$ cat config.mk
export PLATFORM = sky130hd
export DESIGN_NAME = mwc_datapath
export DESIGN_NICKNAME = d
export VERILOG_FILES = /design/src/hw/rtl/mwc_pkg.sv /design/src/hw/rtl/mwc_datapath.sv
export SDC_FILE = /design/constraint.sdc
export NUM_CORES = 1
export LEC_CHECK = 0
export BUFFER_PORTS_ARGS = -buffer_cell sky130_fd_sc_hd__buf_2
export CAP_MARGIN = 20
export CORE_MARGIN = 4
export CORE_UTILIZATION = 55
export DETAILED_ROUTE_END_ITERATION = 8
export GPL_ROUTABILITY_DRIVEN = 1
export PLACE_DENSITY = 0.84
export SLEW_MARGIN = 20
export SYNTH_ARGS = -nofsm -noshare
export SYNTH_HDL_FRONTEND = slang
export SYNTH_SLANG_ARGS = --single-unit
$ cat constraint.sdc
create_clock -name clk -period 17.32 [get_ports clk]
set_input_delay 0 -clock clk [delete_from_list [all_inputs] [get_ports clk]]
set_output_delay 0 -clock clk [all_outputs]
set_load 0.03 [all_outputs]
$ cat src/hw/rtl/mwc_pkg.sv
// Package for the multiply-with-carry random-number unit.
// Holds request codes, seed and multiplier constants, and the controller-to-datapath command type.
// No dependencies; every other RTL file imports it.
`default_nettype none

package mwc_pkg;

    // Fixed seeds restored by a default seeding request.
    localparam logic [31:0] SEED_LOW_DEFAULT  = 32'd521288629;
    localparam logic [31:0] SEED_HIGH_DEFAULT = 32'd62436069;

    // Multiply-with-carry multipliers for the high and low halves.
    localparam logic [31:0] MUL_HIGH = 32'd36969;
    localparam logic [31:0] MUL_LOW  = 32'd18000;

    // Number of discarded steps after every seeding request (0 to 2047).
    localparam int WARMUP_ROUNDS = 16;
    localparam int COUNT_W       = 11;
    localparam logic [COUNT_W-1:0] WARMUP_COUNT = COUNT_W'(WARMUP_ROUNDS);

    localparam int FUNC_W = 3;

    typedef enum logic [FUNC_W-1:0] {
        REQ_SEED_DEFAULT = 3'd0,
        REQ_SEED_SIMPLE  = 3'd1,
        REQ_SEED_MANUAL  = 3'd2,
        REQ_GET_RANDOM   = 3'd3
    } req_func_t;

    localparam logic STATUS_OK      = 1'b0;
    localparam logic STATUS_INVALID = 1'b1;

    // Commands from the controller to the datapath, valid for one cycle each.
    typedef struct packed {
        logic load_default; // restore both halves to the fixed seeds
        logic load_low;     // load the low half from seed_a when it is nonzero
        logic load_high;    // load the high half from seed_b when it is nonzero
        logic step;         // advance both halves once
        logic capture;      // load the result value register
        logic capture_get;  // result value is the generator output, else zero
    } mwc_cmd_t;

endpackage

`default_nettype wire

$ cat src/hw/rtl/mwc_datapath.sv
// Datapath of the random-number unit: the two generator halves and the result value register.
// Acts on mwc_cmd_t commands from mwc_controller; depends on mwc_pkg.
`default_nettype none

module mwc_datapath
    import mwc_pkg::*;
(
    input  wire logic        clk,
    input  wire logic        rst_n,
    input  wire mwc_cmd_t    cmd,
    input  wire logic [31:0] seed_a,
    input  wire logic [31:0] seed_b,
    output logic      [31:0] random_value
);

    logic [31:0] high_reg, high_next;
    logic [31:0] low_reg, low_next;
    logic [31:0] value_reg, value_next;
    logic [31:0] high_step;
    logic [31:0] low_step;

    // One multiply-with-carry step for each half, modulo 2^32.
    assign high_step = MUL_HIGH * {16'd0, high_reg[15:0]} + {16'd0, high_reg[31:16]};
    assign low_step  = MUL_LOW * {16'd0, low_reg[15:0]} + {16'd0, low_reg[31:16]};

    always_comb
    begin
        high_next  = high_reg;
        low_next   = low_reg;
        value_next = value_reg;
        if (cmd.load_default)
        begin
            high_next = SEED_HIGH_DEFAULT;
            low_next  = SEED_LOW_DEFAULT;
        end
        if (cmd.load_low && (seed_a != 32'd0))
        begin
            low_next = seed_a;
        end
        if (cmd.load_high && (seed_b != 32'd0))
        begin
            high_next = seed_b;
        end
        if (cmd.step)
        begin
            high_next = high_step;
            low_next  = low_step;
        end
        // The output is formed from the halves already stepped in an earlier cycle.
        if (cmd.capture)
        begin
            value_next = cmd.capture_get ? ({high_reg[15:0], 16'd0} + low_reg) : 32'd0;
        end
    end

    always_ff @(posedge clk or negedge rst_n)
    begin
        if (!rst_n)
        begin
            high_reg <= SEED_HIGH_DEFAULT;
            low_reg  <= SEED_LOW_DEFAULT;
        end
        else
        begin
            high_reg <= high_next;
            low_reg  <= low_next;
        end
    end

    always_ff @(posedge clk)
    begin
        value_reg <= value_next;
    end

    assign random_value = value_reg;

endmodule

`default_nettype wire

==> Word level (Yosys, flattened, before mapping) <==
Cells that the tools add are included.
{ "word_totals": {"ff_bits": 96, "inputBits": 72, "out_inout_bits": 32} }
{ "classes": {"add_sub_neg": 3, "mul": 2, "n_mux": 6, "n_reduce_logical": 6} }
{ "op_table": {"columns": ["operator", "count"], "rows": [
  ["$mux 32", 6],
  ["$reduce_bool 32->1", 2],
  ["$add 31x16->32", 1],
  ["$add 32x16->32", 1],
  ["$add 32x32->32", 1],
  ["$mul 16x16->32 const A", 1],
  ["$mul 11x16->27 const A", 1],
  ["$reduce_bool 3->1", 2],
  ["$logic_and 1x1->1", 2]
]} }

==> Logic depth before layout (Yosys ltp) <==
Gate-level depths: netlist of run 1.
{ "logic_depth": {"ltp_word": 4, "ltp_mapped": 22} }

==> Worst setup path after synthesis of run 1 <==
OpenSTA, ideal clock, no wires.
{ "synth_path": {"kind": "register to register", "startpoint": "register high_reg[12]", "endpoint": "register high_reg[30]", "arrival_time_ps": 5359, "required_ps": 17200, "slack_ps": 11841, "path_stages_with_launch": 17, "n_path_buf": 1, "period_less_slack_ps": 5479, "path_cell_list": "dfstp_2 > ha_1 > ha_1 > inv_1 > fa_1 > inv_1 > fa_1 > fa_1 > fa_1 > ha_1 > clkbuf_1 > nand3_1 > or3_1 > o31ai_1 > a31oi_1 > or4b_1 > o211a_1"} }
{ "synth_between": {"elab_chain_len": 3} }
{ "synth_lines": {"columns": ["element", "line_no", "rtl"], "rows": [
  ["from (decl)", "mwc_datapath.sv:16", "logic [31:0] high_reg, high_next;"],
  ["from (signal assigned)", "mwc_datapath.sv:65", "high_reg <= high_next;"],
  ["$mul 16x16->32", "mwc_datapath.sv:23", "assign high_step = MUL_HIGH * {16'd0, high_reg[15:0]} + {16'd0, high_reg[31:16]};"],
  ["$add 32x16->32", "mwc_datapath.sv:23", null],
  ["$mux 32", "mwc_datapath.sv:44", "if (cmd.step)"]
]} }
Every way passes these cells.
A chain may end at the register's enable or synchronous reset.

==> Worst setup path in the final report of run 1 <==
{ "layout_path": {"startpoint": "register high_reg[8]", "endpoint": "register high_reg[26]"} }
Same word-level chain as after synthesis.

==> results.ini, run 1 <==
[run_status]
outcome = finished clean

[synthesis]
avgSynthCellArea_um2 = 9.13
async_flop_share_pct = 66.7
synth-main-ff-cell = edfxtp_1
netlist_instances = 1441
yosys_warnings = 0
synth_nets = 1870
synth_area_um2 = 13200
synth.distinct_cells = 71
ys_seq_area_share_pct = 19.8
synth-edff-count = 32
synth-seq-cells = 96

[place]
portBuffers = 103
dpl.hpwl_um = 28500
place_congestion = 1.02

[layout]
layout.nets = 1975
mostFrequentLayoutCell = ha_1
syn2layout_area_growth_pct = 11.1
final_cell_mix = ha_1, inv_1, buf_2
drive_gt1_share_pct = 11.3
fin_util_pct = 62.1

[cts]
post_cts_resized = 0
post_cts_buffers = 0
h-tree-depth = 3
tritoncts = done
clockBufferDepth = 2
numCtsBuffers = 9
path_clk_slew_ns = 0.08
cts.sinks = 96
clock_latency_ns = 0.37
cts-root-buf = clkbuf_16

[critical_path]
crit_fanout = 7
reg2reg_depth = 18
critical_path_class = reg -> reg
arrival_ns = 6.14
reg2reg_slack_ns = 11.45
r2r-start = high_reg[8]$_DFFE_PN0P_
worstPathCellList = inv_1, ha_1, inv_1, ha_1, fa_1, inv_1, fa_1, inv_1, fa_1, fa_1, ha_1, nand3_1, or3_1, or4_1, a41oi_1, o21ai_1, mux2i_1, a311oi_1
cp-end-kind = register
critPathLaunchType = register
r2r_end = high_reg[26]$_DFFE_PN0P_
slowest_stage = or4_1
slowest_delay_ns = 0.58
required_ns = 17.59

[floorplan]
die_y_um = 163
core_um2 = 23500
num_rows = 56
ios = 104
dieWidth_um = 163
dieArea_um2 = 26500
initial_core_util_pct = 55.9

[flow_run]
maxCapViolCount = 0

[timing]
hold_viol_final = 0
finClkSkew_ns = 0.0158
max_freq_ghz = 0.170
relSlewSlack_pct = 29.1
period_needed_ns = 5.87
fin_setup_tns_ns = 0
slew_viol_final = 0
tightest_slew_ns = 1.06
rsz0062_at_grt = false
finalSetupViolations = 0
post-route-period-util_pct = 33.9

[route]
drt_wl_total_um = 36700
drc = 0
wl_per_cell_um = 19.6
drt_first_iter_violations = 920
antenna_left = 0
vias = 11300
first_pass_iters = 6
viasPerCell = 6.06

[global_routing]
grt_pass1_wl_um = 58100
overflow = 0
antenna_found_initial = 0
grt_max_degree = 122
grt_use_total_pct = 27.9
grt_pass1_vias = 11100

[worst_hold_path]
hold_path_class = in -> reg
min_delay_worst_endpoint = low_reg[21]$_DFFE_PN0P_
hp-start = seed_a[21]
hold_path_depth = 3

## per-layer routing
| layer | vias up | global-route usage [%] | wire [um] |
|---|---|---|---|
| met1 | 5414 | 38.3 | 15600 |
| li1 | 5265 | - | - |
| met3 | 94 | 5.59 | 3240 |
| met2 | 563 | 43.8 | 16400 |
| met5 | - | 0 | 0 |
| met4 | 0 | 10.7 | 1440 |
## synth_stat cells (all sizes together), types with 32 or more instances
master  number  area share, %
a21oi       79            3.1
clkbuf      45            1.3
dfrtp       32            6.1
dfstp       32            6.4
edfxtp      32            7.3
fa          89             14
ha         268             25
inv        202            5.8
nand2       76            2.2
nor2        97            2.8
o21ai       84            3.3
xnor2       39            2.7
## worst max-delay path, delay by kind of cell, from the launching register on
family / cells / cell delay, ns
buffers and inverters: 4 / 0.27
AO/OA/AOI/OAI: 3 / 0.72
adder cells (fa/ha/maj): 7 / 3.05
flip-flops: 1 / 0.49
multiplexers: 1 / 0.13
AND/OR/NAND/NOR: 3 / 1.13
## final cells by class
class / instances / area, um^2
multi-input cells: 1091 / 9610
fillers: 1934 / 8920
flip-flops and latches: 96 / 2600
repair buffers: 146 / 945
inverters: 202 / 758
well taps: 319 / 399
clock buffers: 9 / 225
clock inverters: 7 / 78.8
diodes: 1 / 2.50
## metrics by stage
stage | area (um^2) | hold WS, ns | cells | worst slack, ns
detailed placement | 13900 | 0.260 | 1814 | 11.46
finish | 14600 | 0.0184 | 1871 | 11.45
global placement | 13900 | 0.238 | 1814 | 11.60
global route | 14600 | 0.0438 | 1870 | 11.21
floorplan | 13200 | -0.296 | 1441 | 11.84
CTS | 14600 | 0.00631 | 1870 | 11.45
## cells by family after synthesis
group	count (synthesis)	share of synthesized area (%)
compound gates	315	15.7
mux	9	0.684
flops	96	19.8
xor+xnor	62	4.18
fa+ha+maj	357	39.0
simple gates	348	13.3
buf+inv	254	7.36
## what timing repair did
| item | in CTS | in global routing |
|---|---|---|
| hold buffers | 40 | 0 |
| setup endpoints to repair | 0 | 0 |
| hold endpoints to repair | 71 | 0 |
## worst max path at each step
stage | start | endpoint | slack [ns] | cells after the start
5_1_grt | high_reg[8]$_DFFE_PN0P_ | high_reg[26]$_DFFE_PN0P_ | 11.21 | 18
4_1_cts | high_reg[8]$_DFFE_PN0P_ | high_reg[26]$_DFFE_PN0P_ | 11.45 | 18
3_3_place_gp | high_reg[12]$_DFFE_PN1P_ | high_reg[30]$_DFFE_PN0P_ | 11.60 | 15
6_report | high_reg[8]$_DFFE_PN0P_ | high_reg[26]$_DFFE_PN0P_ | 11.45 | 18
3_5_place_dp | high_reg[8]$_DFFE_PN0P_ | high_reg[26]$_DFFE_PN0P_ | 11.46 | 18
2_1_floorplan | high_reg[12]$_DFFE_PN1P_ | high_reg[30]$_DFFE_PN0P_ | 11.84 | 16
Power of run 1 is left out: the tool's default activity adds up to more than one toggle a clock period on the data nets, which glitch-free logic cannot reach.
==> run 2, diff against run 1 <==
Settings changed: ABC_AREA set to 1, PLACE_DENSITY 0.84 to 0.87.
Clock period 17.32 ns to 4.73 ns, I/O delays scaled along.
==> results.ini, run 2 <==
[run_status]
outcome = aborted with a tool error
lastStage = global routing
tool.error = [ERROR GRT-0232] Routing congestion too high. Check the congestion heatmap in the GUI.

[synthesis]
synth-edff-count = 32
yosysTopAreaCellShare_pct = 25.1
synth-seq-cells = 96
synth.distinct_cells = 48
netlist_instances = 1672
synth_area_leader_cell = ha_1
synth_nets = 2101
async_flop_share_pct = 66.7
ys_seq_area_share_pct = 19.5
yosys_warnings = 0
synthTopCellsByArea = ha_1, fa_1, inv_1
synth_common_cells = inv_1, nand2_1, ha_1, a21oi_1, nor2_1
synth-main-ff-cell = edfxtp_1
avgSynthCellArea_um2 = 8.00
synth_area_um2 = 13400

[place]
portBuffers = 103
place_congestion = 1.04
dpl.hpwl_um = 34300

[cts]
clockBufferDepth = 2
h-tree-depth = 3
numCtsBuffers = 9
cts.sinks = 96
cts-root-buf = clkbuf_16

[timing]
worst_path_end_type = register input
worst_endpoint = low_reg[20]$_DFFE_PN1P_/D

[floorplan]
initial_core_util_pct = 56.4
num_rows = 56
ios = 104
dieWidth_um = 164
die_y_um = 164

[global_routing]
overflow = 20
grt_use_total_pct = 70.3
antenna_found_initial = 5
grt_max_degree = 47

-- run 2: changes by cell type after synthesis, sizes merged, moves of 18 or more --
cell / before / now
inv: 202 / 321
nor3: 31 / 13
o22ai: 0 / 18
xnor2: 39 / 9
nand2: 76 / 339
a211oi: 26 / 0
a21oi: 79 / 105
nand3: 25 / 91
clkbuf: 45 / 14
a21o: 29 / 8
-- run 2: layer usage --
layer	GRT overflow	GRT usage (%)
met3	4	63.8
met5	0	53.2
met2	11	82.3
met1	1	67.7
met4	4	65.9
-- run 2: cells by family after synthesis --
family / after synthesis / synth area share [%]
AOI/OAI and AO/OA: 263 / 11.1
xor gates and xnor gates: 24 / 1.57
adders and majority gates: 357 / 38.4
buffers and inverters: 343 / 9.72
DFF: 96 / 19.5
and+or+nand+nor: 589 / 19.7
-- run 2: stage by stage --
stage | setup slack (ns) | std cells | area [um^2] | utilization, % | hold slack [ns]
after floorplan | 0.00383 | 1672 | 13400 | - | -0.296
after global placement | -0.507 | 2244 | 15500 | 65.5 | -0.0165
after detailed placement | -0.568 | 2244 | 15500 | 65.5 | -0.00603
after CTS | -0.142 | 2322 | 17100 | 72.3 | 0.00338
-- run 2: repair_timing --
item	CTS
setup endpoints to repair	34
setup buffers	21
pin swaps	94
hold buffers	45
resized for setup	147
hold endpoints to repair	62
==> run 3, diff against run 2 <==
Settings changed: CORE_UTILIZATION 55 to 40, PLACE_DENSITY 0.87 to unset, PLACE_DENSITY_LB_ADDON set to 0.15.
Clock period 4.73 ns to 6.15 ns, I/O delays scaled along.
==> results.ini, run 3 <==
[run_status]
outcome = finished clean

[timing]
fin_setup_tns_ns = 0
max_freq_ghz = 0.183
finalSetupViolations = 0
period_needed_ns = 5.48
tightest_slew_ns = 0.950
slew_viol_final = 0
post-route-period-util_pct = 89.1
hold_viol_final = 0
relSlewSlack_pct = 36.6
rsz0062_at_grt = false
finClkSkew_ns = 0.00798

[route]
wl_per_cell_um = 18.6
drt_wl_total_um = 42300
drt_first_iter_violations = 803
viasPerCell = 5.11
vias = 11600
antenna_left = 0
drc = 0
first_pass_iters = 6

[layout]
drive_gt1_share_pct = 12.1
final_cell_mix = inv_1, nand2_1, ha_1
regArea_um2 = 2600
diodes = 0
syn2layout_area_growth_pct = 13.6
n_fill_cell = 3280
layout.nets = 2249
multiInputGateArea_um2 = 9470

[cts]
cts-root-buf = clkbuf_16
cts.sinks = 96
numCtsBuffers = 9
path_clk_slew_ns = 0.08
h-tree-depth = 3
clock_latency_ns = 0.37
clockBufferDepth = 2
post_cts_resized = 0
tritoncts = done

[synthesis]
synth-seq-cells = 96
synth_area_um2 = 13400
avgSynthCellArea_um2 = 8.00
synth_area_leader_cell = ha_1
yosys_warnings = 0
synth_common_cells = inv_1, nand2_1, ha_1, a21oi_1, nor2_1
synthTopCellsByArea = ha_1, fa_1, inv_1
ys_seq_area_share_pct = 19.5
yosysTopAreaCellShare_pct = 25.1
async_flop_share_pct = 66.7
synth.distinct_cells = 48
netlist_instances = 1672
synth-edff-count = 32
synth_nets = 2101
synth-main-ff-cell = edfxtp_1

[critical_path]
endpoint = low_reg[20]$_DFFE_PN1P_
slowest_delay_ns = 0.65
crit_fanout = 7
slowest_stage = dfstp_2
required_ns = 6.46
cp.depth = 26
path_buf_inv = 5
r2r_end = low_reg[20]$_DFFE_PN1P_
arrival_ns = 5.78
critPathLaunchType = register
reg2reg_depth = 26
reg2reg_slack_ns = 0.67
r2r-start = low_reg[5]$_DFFE_PN1P_
critical_path_class = reg -> reg
critPathLaunch = low_reg[5]$_DFFE_PN1P_
cp-end-kind = register
path_delay_family = adder cells

[flow_run]
maxCapViolCount = 0

[global_routing]
antenna_found_initial = 0
overflow = 0
grt_pass1_vias = 11400
grt_use_total_pct = 23.5
grt_max_degree = 65
met2_usage_pct = 34.4
use_met1_pct = 35.6
busiest_layer = met1
grt.met3_usage_pct = 6.19
grt_pass1_wl_um = 66100

[floorplan]
core_um2 = 32800
initial_core_util_pct = 40.8
ios = 104
num_rows = 66
dieWidth_um = 191
die_y_um = 191
dieArea_um2 = 36400

[worst_hold_path]
hold_path_class = in -> reg
hp-start = seed_a[29]

[place]
dpl.hpwl_um = 35100
place_congestion = 0.952
portBuffers = 103

[run 3: cell counts after synthesis]
Identical to the previous run, type by type.
[run 3: cell type report]
type,count,area share [%]
Multi-Input combinational cell,1233,62.3
Tap cell,442,3.64
Timing Repair Buffer,158,6.92
Clock buffer,9,1.48
Clock inverter,7,0.535
Inverter,322,7.96
Sequential cell,96,17.1
[run 3: stage by stage]
| step | utilization (%) | hold slack, ns | instance area (um^2) | setup slack [ns] | cells |
|---|---|---|---|---|---|
| finish | 46.3 | 0.00488 | 15200 | 0.673 | 2267 |
| floorplan | - | -0.296 | 13400 | 1.33 | 1672 |
| detailed placement | 43.9 | 0.245 | 14400 | 0.663 | 2202 |
| CTS | 46.3 | 0.00609 | 15200 | 0.654 | 2266 |
| global route | 46.3 | 0.0256 | 15200 | 0.293 | 2267 |
| global placement | 43.9 | 0.238 | 14400 | 0.660 | 2202 |
[run 3: cells by family after synthesis]
logic type | Yosys count | share of synthesized area, %
XOR/XNOR | 24 | 1.57
flip-flops | 96 | 19.5
AND/OR/NAND/NOR | 589 | 19.7
AO/OA/AOI/OAI | 263 | 11.1
adder cells (fa/ha/maj) | 357 | 38.4
buffers and inverters | 343 | 9.72
[run 3: layer usage]
metal  up-vias  wire, um
met3        34      3460
li1       5783         -
met4         0       469
met2       375     17300
met1      5400     21000
met5         -         0
[run 3: what timing repair did]
item,in CTS,in global routing
endpoints found under the hold margin,79,1
buffers inserted,0,0
hold buffers,48,1
[run 3: worst min-delay path by stage]
stage	slack, ns	cells past startpoint	endpoint
2_1_floorplan	-0.30	0	high_reg[10]$_DFFE_PN0P_
3_3_place_gp	0.24	3	low_reg[6]$_DFFE_PN0P_
3_5_place_dp	0.25	3	low_reg[16]$_DFFE_PN0P_
4_1_cts	0.006	3	high_reg[11]$_DFFE_PN0P_
5_1_grt	0.03	4	low_reg[29]$_DFFE_PN0P_
6_report	0.005	4	low_reg[29]$_DFFE_PN0P_
[run 3: tightest hold or removal path: cells and delay by family]
family / cells / cell delay, ns
buffers and inverters: 2 / 0.16
and+or+nand+nor: 1 / 0.05
AOI/OAI and AO/OA: 1 / 0.13
Power of run 3 is left out for the same reason.
