[config.mk]
export PLATFORM = sky130hd
export DESIGN_NAME = mwc_controller
export DESIGN_NICKNAME = d
export VERILOG_FILES = /design/src/hw/rtl/mwc_pkg.sv /design/src/hw/rtl/mwc_controller.sv
export SDC_FILE = /design/constraint.sdc
export NUM_CORES = 1
export LEC_CHECK = 0
export ABC_AREA = 1
export BUFFER_PORTS_ARGS = -buffer_cell sky130_fd_sc_hd__buf_2
export CAP_MARGIN = 20
export CORE_UTILIZATION = 48
export DETAILED_ROUTE_END_ITERATION = 7
export GPL_TIMING_DRIVEN = 0
export PLACE_DENSITY = 0.78
export SYNTH_ARGS = -nofsm -noshare
export SYNTH_HDL_FRONTEND = slang
export SYNTH_SLANG_ARGS = --single-unit
[constraint.sdc]
create_clock -name clk -period 2.2 [get_ports clk]
set_clock_uncertainty 0.15 [all_clocks]
set_input_delay 0.55 -clock clk [delete_from_list [all_inputs] [get_ports clk]]
set_output_delay 0.55 -clock clk [all_outputs]
set_load 0.01 [all_outputs]
[src/hw/rtl/mwc_pkg.sv]
// Package for the multiply-with-carry random-number unit.
// Holds request codes, seed and multiplier constants, and the controller-to-datapath command type.
// No dependencies; every other RTL file imports it.
`default_nettype none

package mwc_pkg;

    // Fixed seeds restored by a default seeding request.
    localparam logic [31:0] SEED_LOW_DEFAULT  = 32'd521288629;
    localparam logic [31:0] SEED_HIGH_DEFAULT = 32'd62436069;

    // Multiply-with-carry multipliers for the high and low halves.
    localparam logic [31:0] MUL_HIGH = 32'd36969;
    localparam logic [31:0] MUL_LOW  = 32'd18000;

    // Number of discarded steps after every seeding request (0 to 2047).
    localparam int WARMUP_ROUNDS = 16;
    localparam int COUNT_W       = 11;
    localparam logic [COUNT_W-1:0] WARMUP_COUNT = COUNT_W'(WARMUP_ROUNDS);

    localparam int FUNC_W = 3;

    typedef enum logic [FUNC_W-1:0] {
        REQ_SEED_DEFAULT = 3'd0,
        REQ_SEED_SIMPLE  = 3'd1,
        REQ_SEED_MANUAL  = 3'd2,
        REQ_GET_RANDOM   = 3'd3
    } req_func_t;

    localparam logic STATUS_OK      = 1'b0;
    localparam logic STATUS_INVALID = 1'b1;

    // Commands from the controller to the datapath, valid for one cycle each.
    typedef struct packed {
        logic load_default; // restore both halves to the fixed seeds
        logic load_low;     // load the low half from seed_a when it is nonzero
        logic load_high;    // load the high half from seed_b when it is nonzero
        logic step;         // advance both halves once
        logic capture;      // load the result value register
        logic capture_get;  // result value is the generator output, else zero
    } mwc_cmd_t;

endpackage

`default_nettype wire

[src/hw/rtl/mwc_controller.sv]
// Controller of the random-number unit: request sequencing, warm-up counting, response valid.
// Drives mwc_datapath through mwc_cmd_t; depends on mwc_pkg.
`default_nettype none

module mwc_controller
    import mwc_pkg::*;
(
    input  wire logic              clk,
    input  wire logic              rst_n,
    input  wire logic              req_valid,
    output logic                   req_ready,
    input  wire logic [FUNC_W-1:0] func,
    output logic                   rsp_valid,
    input  wire logic              rsp_ready,
    output logic                   status,
    output mwc_cmd_t               cmd
);

    typedef enum logic [1:0] {
        ST_IDLE,
        ST_WARM,
        ST_GET,
        ST_DONE
    } state_t;

    state_t             state_reg, state_next;
    logic [COUNT_W-1:0] count_reg, count_next;
    logic               get_reg, get_next;
    logic               status_reg, status_next;
    logic               rsp_status_reg, rsp_status_next;
    logic               rsp_valid_reg, rsp_valid_next;
    logic               accept;
    logic               out_free;

    assign req_ready = (state_reg == ST_IDLE);
    assign accept    = req_valid && req_ready;
    assign out_free  = !rsp_valid_reg || rsp_ready;

    always_comb
    begin
        state_next      = state_reg;
        count_next      = count_reg;
        get_next        = get_reg;
        status_next     = status_reg;
        rsp_status_next = rsp_status_reg;
        rsp_valid_next  = rsp_valid_reg && !rsp_ready;
        cmd             = '0;

        case (state_reg)
            ST_IDLE:
            begin
                if (accept)
                begin
                    get_next    = 1'b0;
                    status_next = STATUS_OK;
                    count_next  = WARMUP_COUNT;
                    case (func)
                        REQ_SEED_DEFAULT, REQ_SEED_SIMPLE, REQ_SEED_MANUAL:
                        begin
                            cmd.load_default = (func == REQ_SEED_DEFAULT);
                            cmd.load_low     = (func == REQ_SEED_SIMPLE)
                                             || (func == REQ_SEED_MANUAL);
                            cmd.load_high    = (func == REQ_SEED_MANUAL);
                            state_next       = (WARMUP_COUNT == '0) ? ST_DONE : ST_WARM;
                        end
                        REQ_GET_RANDOM:
                        begin
                            get_next   = 1'b1;
                            state_next = ST_GET;
                        end
                        default:
                        begin
                            status_next = STATUS_INVALID;
                            state_next  = ST_DONE;
                        end
                    endcase
                end
            end
            ST_WARM:
            begin
                cmd.step   = 1'b1;
                count_next = count_reg - COUNT_W'(1);
                if (count_reg == COUNT_W'(1))
                begin
                    state_next = ST_DONE;
                end
            end
            ST_GET:
            begin
                cmd.step   = 1'b1;
                state_next = ST_DONE;
            end
            ST_DONE:
            begin
                if (out_free)
                begin
                    // The status moves into the response register together with the value.
                    cmd.capture     = 1'b1;
                    cmd.capture_get = get_reg;
                    rsp_status_next = status_reg;
                    rsp_valid_next  = 1'b1;
                    state_next      = ST_IDLE;
                end
            end
            default:
            begin
                state_next = ST_IDLE;
            end
        endcase
    end

    always_ff @(posedge clk or negedge rst_n)
    begin
        if (!rst_n)
        begin
            state_reg      <= ST_IDLE;
            count_reg      <= '0;
            get_reg        <= 1'b0;
            status_reg     <= STATUS_OK;
            rsp_status_reg <= STATUS_OK;
            rsp_valid_reg  <= 1'b0;
        end
        else
        begin
            state_reg      <= state_next;
            count_reg      <= count_next;
            get_reg        <= get_next;
            status_reg     <= status_next;
            rsp_status_reg <= rsp_status_next;
            rsp_valid_reg  <= rsp_valid_next;
        end
    end

    assign rsp_valid = rsp_valid_reg;
    assign status    = rsp_status_reg;

endmodule

`default_nettype wire

# == Yosys cells after proc, flatten, opt, wreduce, memory -nomap -nowiden ==
# Index checks and enable logic that the tools add are counted.
# op_classes
reduce_logical,16
eq_ne,10
n_addsub,1
muxes,17
# ops
cell,n
$pmux 11 s2,1
$eq 11x1->1 const B,1
$mux 11,1
$sub 11x1->11 const B,1
$mux 2,5
$mux 3,3
$pmux 2 s4,1
$eq 3x2->1 const B,2
$reduce_and 2->1,3
$mux 1,5
$eq 2x2->1 const B,2
$ne 2x2->1 const B,2
$pmux 2 s2,1
$reduce_or 4->1,1
$eq 3x1->1 const B,1
$logic_not 3->1,1
$reduce_and 3->1,1
$reduce_or 3->1,1
$eq 2x1->1 const B,1
$logic_and 1x1->1,2
$logic_not 1->1,2
$logic_not 2->1,1
$logic_or 1x1->1,2
$ne 2x1->1 const B,1
other kinds (2),2
# word_totals
in_bits,7
regBits,17
wordCells,50
output_inout_bits,9

# == Logic depth before layout (Yosys ltp) ==
# Gate-level depths: netlist (run 1).
# depth
ltp_word,5
ltp_mapped,10
ltp_nobuf,10

# == Worst setup path before layout (run 1) ==
# Ideal clock, no wire load.
# synth_timing
kind,register to output
from,register state_reg[0]
to,output port cmd[3] in the netlist's numbering
n_path_buf,0
arrival_ns,1.339
setup_slack_ns,0.161
stages_incl_launch_ff,7
required_ns,1.500
path_cell_list,dfrtp_1 > inv_1 > ha_1 > nand2_1 > nor2_1 > inv_1 > nor3b_1
# synth_rtl
element,line_no,source
"start, declared",mwc_controller.sv:26,"state_t state_reg, state_next;"
"start signal, assigned",mwc_controller.sv:125,state_reg <= state_next;
"end, declared",mwc_controller.sv:16,output mwc_cmd_t cmd

==> results.toml, run 1 <==
[setup_path]
cp-start-kind = "flop"
cp-end-kind = "output pin"
criticalPathCategory = "reg2out"
cp_max_fo = 4
crit_required_ps = 1500
critPathArrivalTime_ps = 1460

[yosys]
synth_top_area_share_pct = 43.4
ys_ff_latch = 17
netlist_area_um2 = 981
synth_cells = 125
synth_fp_nets = 137
synth_edf_count = 0
avgSynthCellArea_um2 = 7.85
ys_types = 25
synthTopCellsByCount = "nand2_1, nor2_1, inv_1, dfrtp_1, o21ai_0"
synth_flop_cell = "dfrtp_1"
synthTopCellsByArea = "dfrtp_1, nand2_1, nor2_1"
synth_async_sr_flop_share_pct = 100
yosysMostFrequentCell = "nand2_1"
yosys_warnings = 0
synth_top_cell_by_area = "dfrtp_1"
yosysSeqAreaShare_pct = 43.4

[drt]
wl_met3_um = 50
wl_met1_um = 910
initialDrtViolationCount = 7
wl_met2_um = 911
wirelength_um = 1920
top_layer = "met4"
drc = 0
antenna_left = 0
drt-pass1-iter-count = 4
via_per_inst = 5.06
wl_per_cell_um = 11.1
dr_total_vias = 876

[clocking]
htree_num_levels = 1
clockBufferDepth = 2
cts-root-buf = "clkbuf_4"
cts_sinks = 17
cts-buffers-inserted = 3
clk_latency_ps = 300
clkSlewWorstSetupHoldPaths_ps = 110
cts_tree = "built"

[floorplan]
ios = 16
die-width_um = 47.2
die_h_um = 47.2
start_util_pct = 53.9
core_area_um2 = 1820
rows = 15
dieArea_um2 = 2230

[job]
max-cap-violations = 0

[global_routing]
grt-ovfl-total = 0
grt_usage_pct = 22.0
grt_pass1_vias = 808
grt_pass1_wl_um = 3350
antenna_found_initial = 0
grt_max_degree = 18

[pwr]
cellPowerDensity_nw_per_um2 = 1380
ir_worst_vdd_uv = 875
leakage_nw = 0.616

[final_layout]
multi_input_area_um2 = 523
areaGrowthSynthToFinish_pct = 20.2
final_cell_area_um2 = 1180
largest_reg_flops = 11
nFillCells = 170
diodes = 0
post-route-util_pct = 64.7
regArea_um2 = 425
nets = 161
drive_gt1_share_pct = 27.0

[sta]
finalCritPeriodShare_pct = 98.1
whs_ps = -1.91
min_period_ps = 2160
fmax_mhz = 464
max_slew.worst_pin.slew_ps = 378
slew_violations = 0
rsz0062_at_grt = "yes"
slew-limit-headroom_pct = 74.8
finalSetupViolations = 0
hold_viol = 6
setup_slack_ps = 42.9

[place]
io_buffers = 15
dpl_worst_slack_ps = 121
place.detailed.hpwl_um = 1450
place.gp.congestion = 0.843
placed_cell_area_um2 = 1090

[status]
status = "complete, but fails checks"
violations = "negative hold slack"

[worst_hold_path]
hold_path_class = "in2async"
cells in the final DEF, fill, tap and decap left out, drive strengths merged:
cell type | synthesis | layout
buf | 0 | 19
nor2 | 23 | 23
and3 | 2 | 2
nand2 | 26 | 26
nor3b | 1 | 1
ha | 5 | 5
nand3 | 8 | 8
a21oi | 8 | 8
clkbuf | 0 | 4
nor3 | 3 | 3
o21bai | 1 | 1
or2 | 1 | 1
o21ai | 10 | 10
and2 | 1 | 1
o22ai | 1 | 1
dfrtp | 17 | 17
inv | 18 | 18
repair_timing:
item	CTS	global route
resized for setup	6	4
pin swaps	3	1
setup endpoints to repair	3	2
setup buffers	3	1
hold buffers	0	0
report_power, final:
group	total (mW)	leakage, nW	switching, mW	internal, mW
logic	0.900	0.385	0.539	0.361
clock network	0.175	0.0150	0.104	0.0707
registers	0.554	0.215	0.101	0.452
path summary, 6_finish.rpt:
| kind | slack, ps | to | depth (start not counted) | from |
|---|---|---|---|---|
| min in group clk | 360 | status | 2 | status |
| worst min-delay path | -2 | count_reg[2] | 1 | rst_n |
| worst max register to register | 390 | count_reg[7] | 8 | state_reg[0] |
| worst max-delay path | 40 | cmd[1] | 6 | state_reg[0] |
| max in group asynchronous | 1620 | status_reg | 1 | rst_n |
| worst min register to register | 360 | status | 2 | status |
through the flow:
stage	TNS (ps)	std cells	power, mW
6_report	0	173	1.63
4_1_cts	0	172	1.60
2_1_floorplan	0	125	1.16
3_5_place_dp	0	165	1.36
5_1_grt	-19.6	173	1.78
3_3_place_gp	0	165	1.32
final cells by class:
cell class	instances	area share, %
Clock buffer	4	2.23
Tap cell	25	2.65
Timing Repair Buffer	19	8.92
Sequential cell	17	36.1
Multi-Input combinational cell	90	44.4
Inverter	18	5.73
metal layers:
layer	global-route usage [%]	up-vias
met5	0	-
met4	10.3	0
met3	3.46	5
met2	37.8	18
met1	26.8	406
li1	-	447
cells by family (layout without fill, tap and decap cells):
group / Yosys count / after routing / share of synthesized area (%)
adder cells (fa/ha/maj): 5 / 5 / 6.38
buffers and inverters: 18 / 41 / 6.89
AND/OR/NAND/NOR: 65 / 65 / 32.0
flip-flops: 17 / 17 / 43.4
AO/OA/AOI/OAI: 20 / 20 / 11.4
critical path, cell delays in order (launching register included):
cell	delay, ps
dfrtp_1	400
buf_4	130
buf_4	140
ha_1	210
nand2_2	110
inv_1	40
buf_2	130
No activity file was read; power rests on OpenSTA's default activity.
==> run 2: changes to the inputs <==
--- a/config.mk
+++ b/config.mk
@@ -8,10 +8,11 @@
 export ABC_AREA = 1
 export BUFFER_PORTS_ARGS = -buffer_cell sky130_fd_sc_hd__buf_2
 export CAP_MARGIN = 20
-export CORE_UTILIZATION = 48
+export CORE_UTILIZATION = 45
+export CTS_CLUSTER_DIAMETER = 80
 export DETAILED_ROUTE_END_ITERATION = 7
 export GPL_TIMING_DRIVEN = 0
-export PLACE_DENSITY = 0.78
+export PLACE_DENSITY = 0.74
 export SYNTH_ARGS = -nofsm -noshare
 export SYNTH_HDL_FRONTEND = slang
 export SYNTH_SLANG_ARGS = --single-unit
==> run 2 against run 1 <==
  * The flow now finishes without violations
  * Total power is 0.19% higher
  * Worst hold slack better by 23 ps
  * Non-clock buffer count stayed put
  * Die area is 6.4% higher
  * Via count is 0.46% lower
  * First-iteration DRC count stayed put
  * Clock-buffer cell count stayed put
  * Combinational power is 1% higher
  * Critical endpoint is now cmd[3]
  * Cell count is 1.2% higher
  * Largest power group unchanged
  * Global-route usage is 3.9 points lower
==> results.toml, run 2 (synthesized netlist as in run 1, its figures left out) <==
[pwr]
leakage_nw = 0.611
cellPowerDensity_nw_per_um2 = 1370
ir_worst_vdd_uv = 915
p_comb_share_pct = 55.8
pwr-share-seq_pct = 34.1
netSwitchingPower_mw = 0.739
swShare_pct = 45.3
intPower_mw = 0.892
finalPower_mw = 1.63
clkPwrFrac_pct = 10.1

[sta]
hold_viol = 0
fmax_mhz = 472
slew_violations = 0
rsz0062_at_grt = "yes"
finalSetupViolations = 0
finalCritPeriodShare_pct = 96.3
max_slew.worst_pin.slew_ps = 390
min_period_ps = 2120
slew-limit-headroom_pct = 74.0

[final_layout]
diodes = 0
post-route-util_pct = 59.3
layout_commonest_cell = "nand2_1"
nets = 161
layout_common_cells = "nand2_1, nor2_1, dfrtp_1"
areaGrowthSynthToFinish_pct = 21.0
drive_gt1_share_pct = 27.0
largest_reg_flops = 11

[place]
place.detailed.hpwl_um = 1360
place.gp.congestion = 0.740
io_buffers = 15

[setup_path]
critPathArrivalTime_ps = 1420
cp-start-kind = "flop"
cp_max_fo = 5
crit_required_ps = 1500
criticalPathCategory = "reg2out"
cp-end-kind = "output pin"

[clocking]
cts_sinks = 17
cts_tree = "built"
cts-buffers-inserted = 3
clockBufferDepth = 2
clk_latency_ps = 290
htree_num_levels = 1
clkSlewWorstSetupHoldPaths_ps = 90
cts-root-buf = "clkbuf_4"

[drt]
dr_total_vias = 872
drc = 0
wirelength_um = 1930
drt-pass1-iter-count = 4
antenna_left = 0
wl_per_cell_um = 11.0
via_per_inst = 4.98
initialDrtViolationCount = 7

[worst_hold_path]
hold_path_class = "in2async"

[floorplan]
dieArea_um2 = 2370
rows = 16
core_area_um2 = 2000
ios = 16
start_util_pct = 49.0
die-width_um = 48.7
die_h_um = 48.7

[global_routing]
grt-ovfl-total = 0
grt_pass1_wl_um = 3350
grt_pass1_vias = 847
antenna_found_initial = 0
grt_usage_pct = 18.1
grt_max_degree = 18

[job]
max-cap-violations = 0

[status]
status = "finished, final reports clean"
-- run 2: cell count changes in the layout (fill, tap and decap cells not counted) --
cell     delta
nand2_8     +1
inv_1       -1
nand2_2     -1
inv_2       +1
nand2_1     +1
nand2_4     -1
-- run 2: layout make-up --
cell class,instances,area [µm²]
Timing Repair Buffer,19,105
Multi-Input combinational cell,90,529
Inverter,18,67.6
Tap cell,27,33.8
Clock buffer,4,26.3
Sequential cell,17,425
Fill cell,186,815
-- run 2: critical path, stage by stage, from the launching register on --
cell     delay (ps)
dfrtp_1         410
inv_2            80
ha_4            160
nand2_8          70
nor2_4           90
inv_2            50
nor3b_2         130
buf_2           140
-- run 2: final timing paths --
check	start	end	slack, ps	cells past startpoint
max	state_reg[1]	cmd[3]	80	7
min	rst_n	count_reg[9]	20	1
max reg2reg	state_reg[1]	count_reg[10]	430	10
min reg2reg	status	status	350	2
max in group asynchronous	rst_n	rsp_valid	1600	1
min in group clk	status	status	350	2
-- run 2: routing by layer --
layer  vias up  GRT usage (%)  wire, µm
met1       407           20.9       829
met4         0           8.82        23
met2        18           31.7      1010
li1        443              -         -
met3         4           3.46        65
met5         -              0         0
-- run 2: power by group through the flow --
stage	combinational, mW	clock, mW	sequential [mW]
final	0.910	0.165	0.557
after detailed placement	0.783	0	0.566
after CTS	0.863	0.176	0.555
after floorplan	0.607	0	0.551
after global routing	1.05	0.189	0.579
after global placement	0.755	0	0.562
-- run 2: stage by stage --
stage | hold WS [ps] | cell area (µm²) | TNS (ps) | setup WS [ps] | instances
final | 21.4 | 1190 | 0 | 81.0 | 175
after global routing | 28.9 | 1190 | -4.20 | -4.20 | 175
after CTS | 20.4 | 1150 | 0 | 3.07 | 173
after detailed placement | 329 | 1090 | 0 | 155 | 167
after global placement | 314 | 1090 | 0 | 171 | 167
after floorplan | 104 | 981 | 0 | 161 | 125
-- run 2: what timing repair did --
item | 4_1_cts | 5_1_grt
hold buffers | 0 | 0
pin swaps | 0 | 1
resized for setup | 6 | 5
setup buffers | 2 | 2
endpoints found under the hold margin | 0 | 0
endpoints found under the setup margin | 3 | 2
==> run 3: changes to the inputs <==
--- a/config.mk
+++ b/config.mk
@@ -8,6 +8,7 @@
 export ABC_AREA = 1
 export BUFFER_PORTS_ARGS = -buffer_cell sky130_fd_sc_hd__buf_2
 export CAP_MARGIN = 20
+export CORE_ASPECT_RATIO = 0.8
 export CORE_UTILIZATION = 45
 export CTS_CLUSTER_DIAMETER = 80
 export DETAILED_ROUTE_END_ITERATION = 7
==> run 3 against run 2 <==
  * Register-to-register slack barely moved
  * Clock power about the same
  * Critical path type unchanged
  * Clock-buffer cell count stayed put
  * Global-route usage grew 2.5 points
==> results.toml, run 3 (synthesized netlist as in run 1, its figures left out) <==
[sta]
min_period_ps = 2170
finalSetupTns_ps = 0
finalCritPeriodShare_pct = 98.5
slew_violations = 0
fmax_mhz = 461
slew-limit-headroom_pct = 73.6
rsz0062_at_grt = "yes"
max_slew.worst_pin.slew_ps = 395
hold_viol = 0
finalSetupViolations = 0

[drt]
drt-pass1-iter-count = 4
via_per_inst = 5.04
dr_total_vias = 861
wirelength_um = 2000
initialDrtViolationCount = 15
wl_per_cell_um = 11.7
drc = 0
antenna_left = 0

[floorplan]
dieArea_um2 = 2370
core_area_um2 = 1960
ios = 16
die-width_um = 54.2
die_h_um = 43.8
rows = 14
start_util_pct = 50.0

[worst_hold_path]
hold_path_class = "in2async"

[place]
place.detailed.hpwl_um = 1460
placed_cells = 164
place.gp.congestion = 0.780
io_buffers = 15

[global_routing]
grt-ovfl-total = 0
grt_usage_pct = 20.6
grt_pass1_wl_um = 3530
grt_max_degree = 18
grt_pass1_vias = 814
antenna_found_initial = 0

[final_layout]
largest_reg_flops = 11
nets = 160
stdcell_count = 171
areaGrowthSynthToFinish_pct = 19.9
layout_commonest_cell = "nand2_1"
post-route-util_pct = 59.9
diodes = 0
layout_common_cells = "nand2_1, nor2_1, dfrtp_1"
drive_gt1_share_pct = 26.5

[setup_path]
cp-start-kind = "flop"
critPathArrivalTime_ps = 1470
crit_top_cell = "inv_2"
criticalPathCategory = "reg2out"
slowest_delay_ps = 410
r2r_end = "count_reg[10]"
path_cells = "inv_2 -> ha_4 -> nand2_8 -> nor2_4 -> inv_2 -> nor3b_2 -> buf_2"
cp_slowest_cell = "dfrtp_1"
crit_required_ps = 1500
r2r_slack_ps = 430
reg2reg_depth = 11
reg2reg_from = "state_reg[1]"
cp-end-kind = "output pin"
cp_max_fo = 5

[clocking]
clk_latency_ps = 290
clockBufferDepth = 2
clkSlewWorstSetupHoldPaths_ps = 100
htree_num_levels = 1
cts-buffers-inserted = 3
cts-root-buf = "clkbuf_4"
cts_sinks = 17
cts_tree = "built"

[pwr]
ir_worst_vdd_uv = 820
finalPower_mw = 1.64
leakage_nw = 0.606
cellPowerDensity_nw_per_um2 = 1390

[job]
max-cap-violations = 0

[status]
status = "finished, final reports clean"
## run 3: changes by cell type in the layout (fill, tap and decap cells not counted), sizes merged
cell,change
buf,-1
## run 3: worst max-delay path: cells and delay by family (launching register included)
family	cells	cell delay, ps
adder cells (fa/ha/maj)	1	180
buffers and inverters	3	290
AND/OR/NAND/NOR	3	300
flip-flops	1	410
## run 3: metal layers
| layer | vias to the layer above | track usage (%) | share of wire [%] |
|---|---|---|---|
| met5 | - | 0 | 0 |
| met1 | 400 | 25.8 | 47 |
| met3 | 2 | 6.32 | 3.3 |
| met4 | 0 | 4.62 | 0.60 |
| li1 | 446 | - | - |
| met2 | 13 | 34.4 | 49 |
## run 3: where the power goes
part	switching (mW)	leakage (nW)	internal (mW)
clock	0.0951	0.0150	0.0705
sequential	0.107	0.215	0.453
combinational	0.550	0.376	0.365
total	0.752	0.606	0.888
## run 3: stage by stage
step | setup WS (ps) | hold WS (ps) | area (µm²)
global route | -42.6 | 31.8 | 1180
floorplan | 161 | 104 | 981
finish | 32.8 | 17.3 | 1180
detailed placement | 81.3 | 317 | 1090
CTS | 1.57 | 27.8 | 1150
global placement | 153 | 311 | 1090
## run 3: what timing repair did
action,CTS,global route
hold buffers,0,0
resized for setup,7,4
setup endpoints to repair,3,3
endpoints found under the hold margin,0,0
setup buffers,2,1
pin swaps,0,1
## run 3: final cells by class
cell class | instances | area (µm²)
clock buffer | 4 | 26.3
fill | 187 | 786
inverter | 18 | 67.6
multi-input combinational | 90 | 529
sequential | 17 | 425
tap | 24 | 30.0
timing repair buffer | 18 | 97.6
## run 3: how the worst max path moves through the flow
stage,start,endpoint,slack (ps)
2_1_floorplan,state_reg[0],cmd[3],160
3_3_place_gp,state_reg[1],cmd[3],150
3_5_place_dp,state_reg[1],cmd[3],80
4_1_cts,state_reg[0],cmd[3],2
5_1_grt,state_reg[1],cmd[3],-40
6_report,state_reg[1],cmd[3],30
